$ cat src/dlts_pkg.sv
// Shared types and codes of the delta list task scheduler.
`timescale 1ns / 1ps
package dlts_pkg;

    localparam int MAX_WORKERS_DEF   = 8;
    localparam int PENDING_DEPTH_DEF = 16;
    // List position field of a cell command; wide enough for any worker count up to 128
    localparam int CELL_POS_W        = 7;

    localparam logic [1:0] OP_PUSH    = 2'd0;
    localparam logic [1:0] OP_POP     = 2'd1;
    localparam logic [1:0] OP_ADVANCE = 2'd2;

    localparam logic [2:0] ST_ACTIVE   = 3'd0;
    localparam logic [2:0] ST_PENDING  = 3'd1;
    localparam logic [2:0] ST_POPPED   = 3'd2;
    localparam logic [2:0] ST_ADVANCED = 3'd3;
    localparam logic [2:0] ST_EMPTY    = 3'd4;
    localparam logic [2:0] ST_TOO_BIG  = 3'd5;
    localparam logic [2:0] ST_FULL     = 3'd6;

    localparam logic [1:0] CFG_NUM_WORKERS = 2'd0;
    localparam logic [1:0] CFG_MEM_TOTAL   = 2'd1;

    typedef struct packed {
        logic [31:0] delta;
        logic [31:0] ident;
        logic [31:0] mem;
    } entry_t;

    typedef struct packed {
        logic [31:0] ident;
        logic [31:0] mem;
        logic [31:0] ops;
    } pend_t;

    typedef enum logic [1:0] {
        CELL_HOLD,
        CELL_INSERT,
        CELL_POP,
        CELL_ADV
    } cell_op_t;

    typedef struct packed {
        cell_op_t              op;
        logic [CELL_POS_W-1:0] pos;
        logic [31:0]           value;
        logic [31:0]           ident;
        logic [31:0]           mem;
    } cell_cmd_t;

endpackage

$ cat src/dlts_cell.sv
// One entry of the active delta list.
`timescale 1ns / 1ps
module dlts_cell
    import dlts_pkg::*;
#(
    parameter int IDX = 0
) (
    input  logic      aclk,
    input  cell_cmd_t cmd,
    input  entry_t    left_in,
    input  entry_t    right_in,
    output entry_t    entry_out
);

    localparam logic [CELL_POS_W:0] MY_IDX = (CELL_POS_W + 1)'(IDX);

    entry_t entry_reg;
    entry_t entry_next;
    logic [CELL_POS_W:0] pos_w;

    assign pos_w = {1'b0, cmd.pos};

    always_comb begin
        entry_next = entry_reg;
        case (cmd.op)
            CELL_INSERT: begin
                if (MY_IDX > pos_w) begin
                    entry_next = left_in;
                    // the entry pushed back loses the new entry's delta
                    if (MY_IDX == pos_w + 1'b1) begin
                        entry_next.delta = left_in.delta - cmd.value;
                    end
                end else if (MY_IDX == pos_w) begin
                    entry_next.delta = cmd.value;
                    entry_next.ident = cmd.ident;
                    entry_next.mem   = cmd.mem;
                end
            end
            CELL_POP: begin
                entry_next = right_in;
            end
            CELL_ADV: begin
                if (MY_IDX == '0) begin
                    entry_next.delta = (cmd.value < entry_reg.delta) ?
                                       entry_reg.delta - cmd.value : 32'd0;
                end
            end
            default: begin
                entry_next = entry_reg;
            end
        endcase
    end

    always_ff @(posedge aclk) begin
        entry_reg <= entry_next;
    end

    assign entry_out = entry_reg;

endmodule

$ cat config.mk
export PLATFORM = sky130hd
export DESIGN_NAME = dlts_cell
export DESIGN_NICKNAME = d
export VERILOG_FILES = /design/src/dlts_pkg.sv /design/src/dlts_cell.sv
export SDC_FILE = /design/constraint.sdc
export NUM_CORES = 1
export LEC_CHECK = 0
export BUFFER_PORTS_ARGS = -buffer_cell sky130_fd_sc_hd__buf_2
export CORE_AREA = 10 10 144 146
export DETAILED_ROUTE_END_ITERATION = 16
export DIE_AREA = 0 0 154 156
export HOLD_SLACK_MARGIN = 0.08
export PLACE_DENSITY = 0.67
export SYNTH_ARGS = -nofsm -noshare
export SYNTH_HDL_FRONTEND = slang
export SYNTH_SLANG_ARGS = --single-unit
$ cat constraint.sdc
create_clock -name aclk -period 7.6 [get_ports aclk]
set_input_delay 0.38 -clock aclk [delete_from_list [all_inputs] [get_ports aclk]]
set_output_delay 0.38 -clock aclk [all_outputs]
set_load 0.02 [all_outputs]
### Word-level counts from Yosys, hierarchy flattened

Index checks and enable logic that the tools add are counted.

* $add $sub $neg: 3
* $lt $le $gt $ge: 2
* equality and inequality tests: 4
* mux-type cells: 6
* reduce and logical (&&, ||, !) cells: 6

Operators by type and width (number)
* 2-to-1 mux 96 bit: 2
* one-hot mux 64 bit (2 select lines): 1
* one-hot mux 32 bit (3 select lines): 1
* 2-to-1 mux 32 bit: 2
* subtractor 32 bit: 2
* < comparator 32 bit: 1
* logical NOT 8 bit: 2
* adder 7 x 1 -> 8 bit (second input constant): 1
* > comparator 1 x 7 -> 1 bit (first input constant): 1
* equality test 2 bit (second input constant): 2
* AND reduction 2 bit: 2
* != test 3 bit (second input constant): 1
* nonzero test 3 bit: 1
* equality test 2 x 1 -> 1 bit (second input constant): 1
* nonzero test 2 bit: 1

* flip-flop bits (word level): 96
* bits of input ports: 298
* output and inout bits: 96
* logic and storage cells: 24

### Depth between registers and ports, before layout

Gate-level depths: netlist of the first run.

* depth in word-level cells: 5
* depth in mapped cells: 14
* mapped depth without buffers: 12

### Worst setup path after synthesis of the first run

No wires, ideal clock.

* path kind: input -> register
* from: input cmd[104] in the netlist's numbering
* to: register entry_reg, in the netlist entry_out[0] (enable)
* library setup time: 0.499 ns
* data arrival time: 3.788 ns
* required time: 7.101 ns
* slack: 3.313 ns
* cell stages on the path: 3
* buffers on the path: 2
* cells stage by stage: clkbuf_1 -> clkbuf_1 -> o21bai_1

* longest elaborated chain between the ends: 3
* elaborated cells on any way between the ends: 5
* those cells by class: eq/ne (3); reduce/logical (2)

RTL lines
* from (decl): RTL line dlts_cell.sv:9 `input cell_cmd_t cmd,`
* equality test 2 x 1 -> 1 bit or equality test 2 bit (tied branches): RTL line dlts_cell.sv:25 `case (cmd.op)`
* != test 3 bit (no line) or nonzero test 2 bit (tied branches)
* AND reduction 2 bit (no line) (*)
* to (signal assigned): RTL line dlts_cell.sv:55 `entry_reg <= entry_next;`
* to (decl): RTL line dlts_cell.sv:17 `entry_t entry_reg;`

Every way passes the cells marked *; elsewhere a longest branch is shown, timed or not.
A chain may end at the register's enable or synchronous reset.

==> metrics.yaml, run 1 <==
status: "completed"
via_per_inst: 5.023
first_pass_iters: 4
synth_top_area_frac: 0.4682
place_area_mm2: 0.007874
core_area_mm2: 0.01784
cts_resized: 0
place_congestion: 0.8411
wl_um: 21250
p_leak_nw: 3.617
hp-class: "in -> reg"
htree_levels: 3
pin_count: 394
yosys-top-cells-area: "edfxtp_1 (47%), mux2_2 (12%), ha_1 (6.5%), a21oi_1 (4.3%), a22oi_2 (3.9%)"
synth_commonest_cells: "edfxtp_1 (96), mux2_2 (64), a21oi_1 (53)"
reg2reg_depth: 13
drv_slew: 0
max_freq_mhz: 316.4
grt_overflow: 0
path_class: "reg -> reg"
nNetsFinal: 1171
drc: 0
vdd_drop_max_uv: 99.00
synth-seq-cells: 96
synth_cell_type_count: 56
finalCriticalPeriod_ns: 3.161
ctsHoldBuffers: 0
avgSynthCellArea_um2: 11.19
die_area_mm2: 0.02402
die_h_um: 156
skew_ns: 0.009379
grt.total_usage: 0.1695
wl_met3_um: 2945
largest_reg_flops: 96
syn_nets: 881
cts_tree: "built"
ant_nets: 0
final_area_mm2: 0.008177
cts_root_buf: "clkbuf_16"
grt_max_degree: 68
worstReg2RegEnd: "entry_out[66]$_DFFE_PP_"
worst_hold_slack_ns: 0.3092
num_rows: 49
chipWidth_um: 154
max_slew_margin: 0.4176
hold_path_startpoint: "right_in[93]"
synth_top_area_cell: "edfxtp_1"
clk_latency_ns: 0.35
grt_first_pass_wirelength_um: 32220
synth_edf_count: 96
cp_max_fo: 22
post-route-period-util: 0.4159
synth_ff_type: "edfxtp_1"
syn-cell-area_mm2: 0.006157
grt_pass1_vias: 5687
start_kind: "register"
cp-endpoint: "entry_out[66]$_DFFE_PP_"
synthesis.instances: 550
cts_setup_buffers: 0
async_reset_ff_frac: 0
vias: 5405
io_buffers: 297
cp-startpoint: "entry_out[64]$_DFFE_PP_"
r2r-start: "entry_out[64]$_DFFE_PP_"
highest_layer: "met5"
tns_ns: 0
rsz0062_at_grt: "false"
maxCapViolCount: 0
start_util: 0.3451
areaGrowthSynthToFinish_pct: 32.80
rrSetupSlack_ns: 4.44
routed-wl-met2_um: 9892
tightestPinTransition_ns: 0.8736
grt_antenna_before_repair: 9
ys_seq_area_frac: 0.4682
cts.sinks: 96
path_clk_slew_ns: 0.08
fin_util: 0.4583
wl_met1_um: 8092
post_drt_wl_per_cell_um: 19.75
critPathRequiredTime_ns: 7.81
cts_buffers: 9
worstPathArrival_ns: 3.37
hold_viol: 0
clock_path_buffers: 2
cp-end-kind: "register"
drt_iter0_markers: 268
synth_most_common_cell: "edfxtp_1"
finalSetupViolations: 0
drive_gt1_frac: 0.4947
power_density_mw_per_mm2: 191.2
yosys_warnings: 0
dp.final_hpwl_um: 17270
==> how the worst min path moves through the flow <==
stage	to	slack [ns]	cells past startpoint
floorplan	entry_out[93]$_DFFE_PP_	0.57	2
global placement	entry_out[93]$_DFFE_PP_	0.67	3
detailed placement	entry_out[93]$_DFFE_PP_	0.67	3
CTS	entry_out[93]$_DFFE_PP_	0.29	3
global route	entry_out[15]$_DFFE_PP_	0.31	2
finish	entry_out[93]$_DFFE_PP_	0.31	3
==> cell families after synthesis <==
kind of cell	count (synthesis)	share of synthesized area
flip-flops	96	0.4682
buffers and inverters	65	0.04450
AO/OA/AOI/OAI	156	0.1800
XOR/XNOR	24	0.03414
adder cells (fa/ha/maj)	33	0.06828
AND/OR/NAND/NOR	112	0.08779
multiplexers	64	0.1170
==> critical path, cell delays in order, from the launching register on <==
cell      delay, ns
edfxtp_1       0.36
inv_1          0.05
ha_1           0.20
fa_1           0.37
nand2b_1       0.20
a21o_1         0.21
a31o_1         0.25
nand2_1        0.09
o311ai_1       0.10
a21oi_1        0.21
and3_1         0.27
buf_4          0.38
a32oi_1        0.17
a21oi_1        0.16
==> through the flow <==
stage / power (W) / instances / worst slack, ns
after CTS: 0.001582 / 1074 / 4.381
after global routing: 0.001649 / 1074 / 4.141
after detailed placement: 0.001107 / 1058 / 4.286
after floorplan: 0.0009574 / 550 / 3.313
after global placement: 0.001101 / 1058 / 4.291
final: 0.001563 / 1076 / 4.439
==> routing by layer <==
| layer | vias to the layer above | global-route usage |
|---|---|---|
| li1 | 2649 | - |
| met1 | 2471 | 0.1893 |
| met2 | 245 | 0.2734 |
| met3 | 28 | 0.09733 |
| met4 | 12 | 0.04184 |
| met5 | - | 0 |
==> layout make-up <==
type                            count  area, um^2
Clock inverter                      7       72.57
Antenna cell                        2       5.005
Inverter                           41       153.9
Clock buffer                        9       225.2
Fill cell                        1743        9664
Tap cell                          229       286.5
Sequential cell                    96        2883
Multi-Input combinational cell    389        3019
Timing Repair Buffer              303        1531
==> cells in the final DEF (no fill, tap or decap), types with 6 or more instances in the layout <==
cell       Yosys  final
xnor2_1       13     13
a21o_1        12     12
a31oi_1        7      7
mux2_2        64     64
buf_4          1      6
edfxtp_1      96     96
a21oi_1       53     53
nor2_1        41     41
buf_2          2    297
o21ai_0       20     20
xor2_1        11     11
clkbuf_16      0      9
nand3_1       11     11
nand2_1       23     23
ha_1          32     32
inv_1         41     41
o221ai_1       6      6
a22oi_2       19     19
nand2b_1       8      8
==> report_power, final <==
part | switching (W) | internal [W]
clock | 0.000236 | 0.000234
sequential | 0.0000147 | 0.000633
combinational | 0.000257 | 0.000188
total | 0.000507 | 0.00106
Power figures use the tool's default switching activity.
==> inputs of run 2 (changes only) <==
--- a/config.mk
+++ b/config.mk
@@ -6,11 +6,11 @@
 export NUM_CORES = 1
 export LEC_CHECK = 0
 export BUFFER_PORTS_ARGS = -buffer_cell sky130_fd_sc_hd__buf_2
-export CORE_AREA = 10 10 144 146
+export CORE_AREA = 10 10 189 102
 export DETAILED_ROUTE_END_ITERATION = 16
-export DIE_AREA = 0 0 154 156
+export DIE_AREA = 0 0 199 112
 export HOLD_SLACK_MARGIN = 0.08
-export PLACE_DENSITY = 0.67
+export PLACE_DENSITY = 0.77
 export SYNTH_ARGS = -nofsm -noshare
 export SYNTH_HDL_FRONTEND = slang
 export SYNTH_SLANG_ARGS = --single-unit
==> constraint.sdc (replaced) <==
create_clock -name aclk -period 2.7 [get_ports aclk]
set_input_delay 0.135 -clock aclk [delete_from_list [all_inputs] [get_ports aclk]]
set_output_delay 0.135 -clock aclk [all_outputs]
set_load 0.02 [all_outputs]
==> run 2 against run 1 <==
The flow now finishes with violations (setup timing). Sequential power grew to 2.8 times the previous value. Combinational power grew to 3.7 times the previous value. Setup slack worse by 4.6 ns. Via count is 9.4% higher. Count of clock-buffer cells in the layout is 2 higher. Clock skew hardly changed. Clock power grew to 2.5 times the previous value. Total power grew to 3.0 times the previous value. Critical path depth is 1 higher. Register-to-register slack worse by 4.6 ns. Sequential share of layout area is 4.0 points lower. Final cell count is 6.6% higher. Critical path type unchanged.
==> metrics.yaml, run 2 (same netlist as run 1, synthesis figures left out) <==
post_drt_wl_per_cell_um: 19.94
grt.total_usage: 0.1895
n_antenna_cell: 0
ant_nets: 0
max_freq_mhz: 352.4
cp-startpoint: "entry_out[64]$_DFFE_PP_"
worstReg2RegEnd: "entry_out[71]$_DFFE_PP_"
worstPathArrival_ns: 3.04
skew_ns: 0.009596
start_util: 0.3843
core_area_mm2: 0.01602
drt_iter0_markers: 420
fin_ws_ns: -0.1379
first_pass_iters: 7
via_per_inst: 5.153
drive_gt1_frac: 0.5795
finalCriticalPeriod_ns: 2.838
start_kind: "register"
place_congestion: 0.9436
htree_levels: 3
rsz0062_at_grt: "true"
post-route-period-util: 1.051
clock_path_buffers: 2
hold_viol: 0
reg2reg_depth: 14
layout_commonest_cell: "buf_2"
io_buffers: 297
max_slew_margin: 0.5675
place_inst: 1111
violations: "setup timing"
areaGrowthSynthToFinish_pct: 49.79
cts_tree: "built"
grt_first_pass_wirelength_um: 33000
die_h_um: 112
grt_pass1_vias: 5842
dp.final_hpwl_um: 18180
clk_latency_ns: 0.34
chipWidth_um: 199
cp-end-kind: "register"
status: "finished with violations"
tightestPinTransition_ns: 0.6488
p_leak_nw: 4.092
cts_buffers: 9
power_density_mw_per_mm2: 505.5
post-place-ws_ns: -0.2453
cts_root_buf: "clkbuf_16"
nNetsFinal: 1263
drv_slew: 0
vias: 5911
pin_count: 394
cts.sinks: 96
grt_overflow: 0
rrSetupSlack_ns: -0.14
worst_hold_slack_ns: 0.09743
maxCapViolCount: 0
tns_ns: -3.369
finalSetupViolations: 32
num_rows: 33
layout_common_cells: "buf_2 (297), edfxtp_1 (96), buf_4 (81)"
largest_reg_flops: 96
wl_um: 22880
r2r-start: "entry_out[64]$_DFFE_PP_"
fill_cells: 1408
hp-class: "in -> reg"
vdd_drop_max_uv: 324.4
cp-endpoint: "entry_out[71]$_DFFE_PP_"
grt_antenna_before_repair: 2
cp_max_fo: 6
critPathRequiredTime_ns: 2.90
die_area_mm2: 0.02229
path_clk_slew_ns: 0.07
path_class: "reg -> reg"
grt_max_degree: 65
final_cells: 1147
drc: 0
[run 2: changes by cell type in the layout (fill, tap and decap cells not counted), moves of 4 or more]
cell and change:
buf_4 +75, a21oi_2 +13, dlygate4sd3_1 +12, buf_12 +4, o221ai_2 +6, o21ai_0 -4, a21oi_1 -15, ha_1 -5
o221ai_1 -6
[run 2: layer usage]
metal  share of wire  routed length, um  global-route usage
met5         0.00057                 13                   0
met4           0.010                231             0.03638
met3            0.11               2520             0.07424
met2            0.44              10040              0.2795
met1            0.44              10070              0.2569
[run 2: final cells by class]
type / instances / area (um^2) / area share
multi-input combinational: 389 / 3339 / 0.3621
inverter: 41 / 153.9 / 0.01669
sequential: 96 / 2883 / 0.3126
clock inverter: 5 / 31.28 / 0.003392
timing repair buffer: 395 / 2320 / 0.2515
clock buffer: 11 / 232.7 / 0.02523
tap: 210 / 262.8 / 0.02849
[run 2: critical path: stages, from the launching register on]
cell and delay [ns]:
edfxtp_1 0.37, inv_2 0.06, ha_4 0.17, fa_2 0.37
nand2b_4 0.15, a21o_1 0.21, a31o_4 0.26, nand2_2 0.07
o311ai_2 0.11, a21oi_2 0.18, and3_4 0.24, buf_12 0.14
buf_4 0.14, a22oi_2 0.05, a21oi_2 0.17
[run 2: metrics by stage]
stage / utilization / power [W] / cell area (um^2)
after global routing: 0.5757 / 0.004899 / 9223
final: 0.5757 / 0.004662 / 9223
after detailed placement: 0.5269 / 0.003324 / 8441
after CTS: 0.5540 / 0.004578 / 8876
after floorplan: - / 0.002697 / 6173
after global placement: 0.5269 / 0.003289 / 8441
[run 2: report_power, final]
group          total [W]  internal, W  switching [W]  leakage (nW)
Sequential       0.00183      0.00178      0.0000469         0.917
Clock            0.00120     0.000627       0.000573         0.132
Combinational    0.00163     0.000747       0.000885          3.04
Total            0.00466      0.00316        0.00150          4.09
[run 2: repair_timing]
item	in CTS	in global routing
pin swaps	3	40
cloned	0	1
buffers inserted	2	5
endpoints found under the setup margin	30	32
gates resized for setup	13	52
hold buffers	8	4
hold endpoints to repair	7	3
[run 2: how the worst min path moves through the flow]
| stage | slack (ns) | start | cells after the start | end |
|---|---|---|---|---|
| after floorplan | 0.33 | right_in[93] | 2 | entry_out[93]$_DFFE_PP_ |
| after global placement | 0.44 | cmd[27] | 2 | entry_out[27]$_DFFE_PP_ |
| after detailed placement | 0.44 | cmd[36] | 2 | entry_out[36]$_DFFE_PP_ |
| after CTS | 0.08 | right_in[57] | 2 | entry_out[57]$_DFFE_PP_ |
| after global routing | 0.08 | right_in[74] | 3 | entry_out[74]$_DFFE_PP_ |
| final | 0.1 | cmd[3] | 2 | entry_out[3]$_DFFE_PP_ |
==> inputs of run 3 (changes only) <==
==> constraint.sdc (replaced) <==
create_clock -name aclk -period 2.7 [get_ports aclk]
set_input_delay 0.54 -clock aclk [delete_from_list [all_inputs] [get_ports aclk]]
set_output_delay 0.54 -clock aclk [all_outputs]
set_load 0.02 [all_outputs]
==> run 3 against run 2 <==
The run still ends with setup timing left. Routed wire length grew 3.8%. Clock skew shrank 0.00051 ns. Count of clock-buffer cells in the layout shrank 2. Hold slack gained 0.39 ns. Via count grew 3.8%. Combinational power grew 10%. Flip-flop and latch count is the same. Maximum frequency grew 3.3%. First-iteration DRC count grew 14%. Critical path depth shrank 1. Critical path type unchanged. Largest cell class unchanged.
==> metrics.yaml, run 3 (same netlist as run 1, synthesis figures left out) <==
post-place-ws_ns: -0.4651
worst_hold_slack_ns: 0.4843
dp.final_hpwl_um: 18530
reg2reg_depth: 13
largest_reg_flops: 96
ant_nets: 0
hp-class: "in -> reg"
hold-path-endpoint: "entry_out[93]$_DFFE_PP_"
grt.total_usage: 0.1966
cp-startpoint: "entry_out[74]$_DFFE_PP_"
rsz0062_at_grt: "true"
fill_cells: 1328
cp_max_fo: 4
pin_count: 394
critPathRequiredTime_ns: 2.78
cp-end-kind: "register"
start_util: 0.3843
netSwitchingFraction: 0.3136
max_slew_margin: 0.6267
worstPathArrival_ns: 2.83
hold_viol: 0
report.power.total_w: 0.004896
areaGrowthSynthToFinish_pct: 58.28
nNetsFinal: 1304
fin_ws_ns: -0.04687
cts_tree: "built"
vias: 6137
worstReg2RegEnd: "entry_out[89]$_DFFE_PP_"
path_class: "reg -> reg"
hold_path_startpoint: "right_in[93]"
vdd_drop_max_uv: 288.6
num_rows: 33
max_freq_mhz: 364.1
die_h_um: 112
grt_pass1_vias: 6183
grt_first_pass_wirelength_um: 34800
p_switching_w: 0.001535
rrSetupSlack_ns: -0.05
drive_gt1_frac: 0.6305
via_per_inst: 5.161
die_area_mm2: 0.02229
max_stage_delay_ns: 0.44
crit_path_top_delay_cell: "edfxtp_1"
post-route-period-util: 1.017
io_buffers: 297
p_int_w: 0.003361
cts.sinks: 96
post_drt_wl_per_cell_um: 19.97
comb_power_share: 0.367
drc: 0
grt_overflow: 0
finalSetupViolations: 11
layout_common_cells: "buf_2 (297), buf_4 (129), edfxtp_1 (96)"
path_cells: "ha_4 > buf_6 > nand4_1 > buf_4 > a211oi_4 > a31oi_1 > buf_4 > o21ai_4 > buf_6 > nand2_4 > a21oi_4 > xnor2_2 > o221ai_2"
finalCriticalPeriod_ns: 2.747
fin_util: 0.6083
p_leak_nw: 4.357
critical_path_buf_inv_count: 4
hold_depth: 3
htree_levels: 3
status: "finished with violations"
tightestPinTransition_ns: 0.5599
layout_commonest_cell: "buf_2"
drt_iter0_markers: 479
tns_ns: -0.2292
r2r-start: "entry_out[74]$_DFFE_PP_"
cts_root_buf: "clkbuf_16"
p_seq_frac: 0.375
skew_ns: 0.009084
clock_path_buffers: 2
violations: "setup timing"
place_congestion: 0.9272
start_kind: "register"
grt_max_degree: 65
power_density_mw_per_mm2: 502.4
first_pass_iters: 5
clkPwrFrac: 0.258
grt_antenna_before_repair: 2
path_clk_slew_ns: 0.07
clk_latency_ns: 0.34
wl_um: 23750
cts_buffers: 9
crit_family: "compound AO/OA/AOI/OAI gates"
core_area_mm2: 0.01602
chipWidth_um: 199
maxCapViolCount: 0
drv_slew: 0
==> run 3: changes by cell type in the layout (fill, tap and decap cells not counted), moves of 3 or more <==
cell,delta
buf_4,+48
dlygate4sd3_1,-12
ha_4,+12
ha_1,-10
buf_6,+5
nor2_2,+4
o21ai_2,+4
nor2_1,-3
o21ai_0,-3
==> run 3: worst max-delay path by stage <==
stage                                    to  depth (start not counted)  slack, ns
finish              entry_out[89]$_DFFE_PP_                         13      -0.05
global route        entry_out[89]$_DFFE_PP_                         13      -0.18
CTS                 entry_out[78]$_DFFE_PP_                         13     -0.007
detailed placement  entry_out[78]$_DFFE_PP_                         13      -0.47
global placement    entry_out[78]$_DFFE_PP_                         13      -0.41
floorplan           entry_out[90]$_DFFE_PP_                         11      -0.07
==> run 3: final cells by class <==
cell class / count / area [um^2] / share of cell area
timing repair buffer: 436 / 2626 / 0.2695
antenna: 2 / 5.005 / 0.0005135
sequential: 96 / 2883 / 0.2958
clock inverter: 6 / 60.06 / 0.006163
inverter: 41 / 153.9 / 0.01579
tap: 210 / 262.8 / 0.02696
multi-input combinational: 389 / 3530 / 0.3622
clock buffer: 9 / 225.2 / 0.02311
==> run 3: power by group through the flow <==
| stage | logic (W) | registers, W | clock network, W |
|---|---|---|---|
| 5_1_grt | 0.00193 | 0.00185 | 0.00136 |
| 2_1_floorplan | 0.000697 | 0.00200 | 0 |
| 6_report | 0.00180 | 0.00184 | 0.00126 |
| 4_1_cts | 0.00165 | 0.00183 | 0.00131 |
| 3_5_place_dp | 0.00153 | 0.00186 | 0 |
| 3_3_place_gp | 0.00150 | 0.00185 | 0 |
==> run 3: what timing repair did <==
action / CTS / global route
endpoints found under the setup margin: 32 / 32
pin swaps: 19 / 45
hold buffers: 0 / 0
cloned: 2 / 0
resized for setup: 35 / 59
setup buffers: 12 / 10
==> run 3: worst register-to-register path: cells and delay by family (launching register included) <==
family	cells	cell delay (ns)
AOI/OAI and AO/OA	5	0.80
DFF	1	0.44
xor gates and xnor gates	1	0.14
and+or+nand+nor	2	0.19
buffers and inverters	4	0.60
adders and majority gates	1	0.32
==> run 3: per-stage QoR <==
stage / area [um^2] / instances
3_3_place_gp: 8731 / 1150
3_5_place_dp: 8731 / 1150
5_1_grt: 9741 / 1187
2_1_floorplan: 6191 / 550
6_report: 9746 / 1189
4_1_cts: 9369 / 1178
==> run 3: routing by layer <==
metal	global-route usage	share of wire	vias up
met2	0.2962	0.45	292
met1	0.2663	0.43	2906
li1	-	-	2914
met4	0.02931	0.0086	0
met3	0.07394	0.11	25
met5	0	0	-
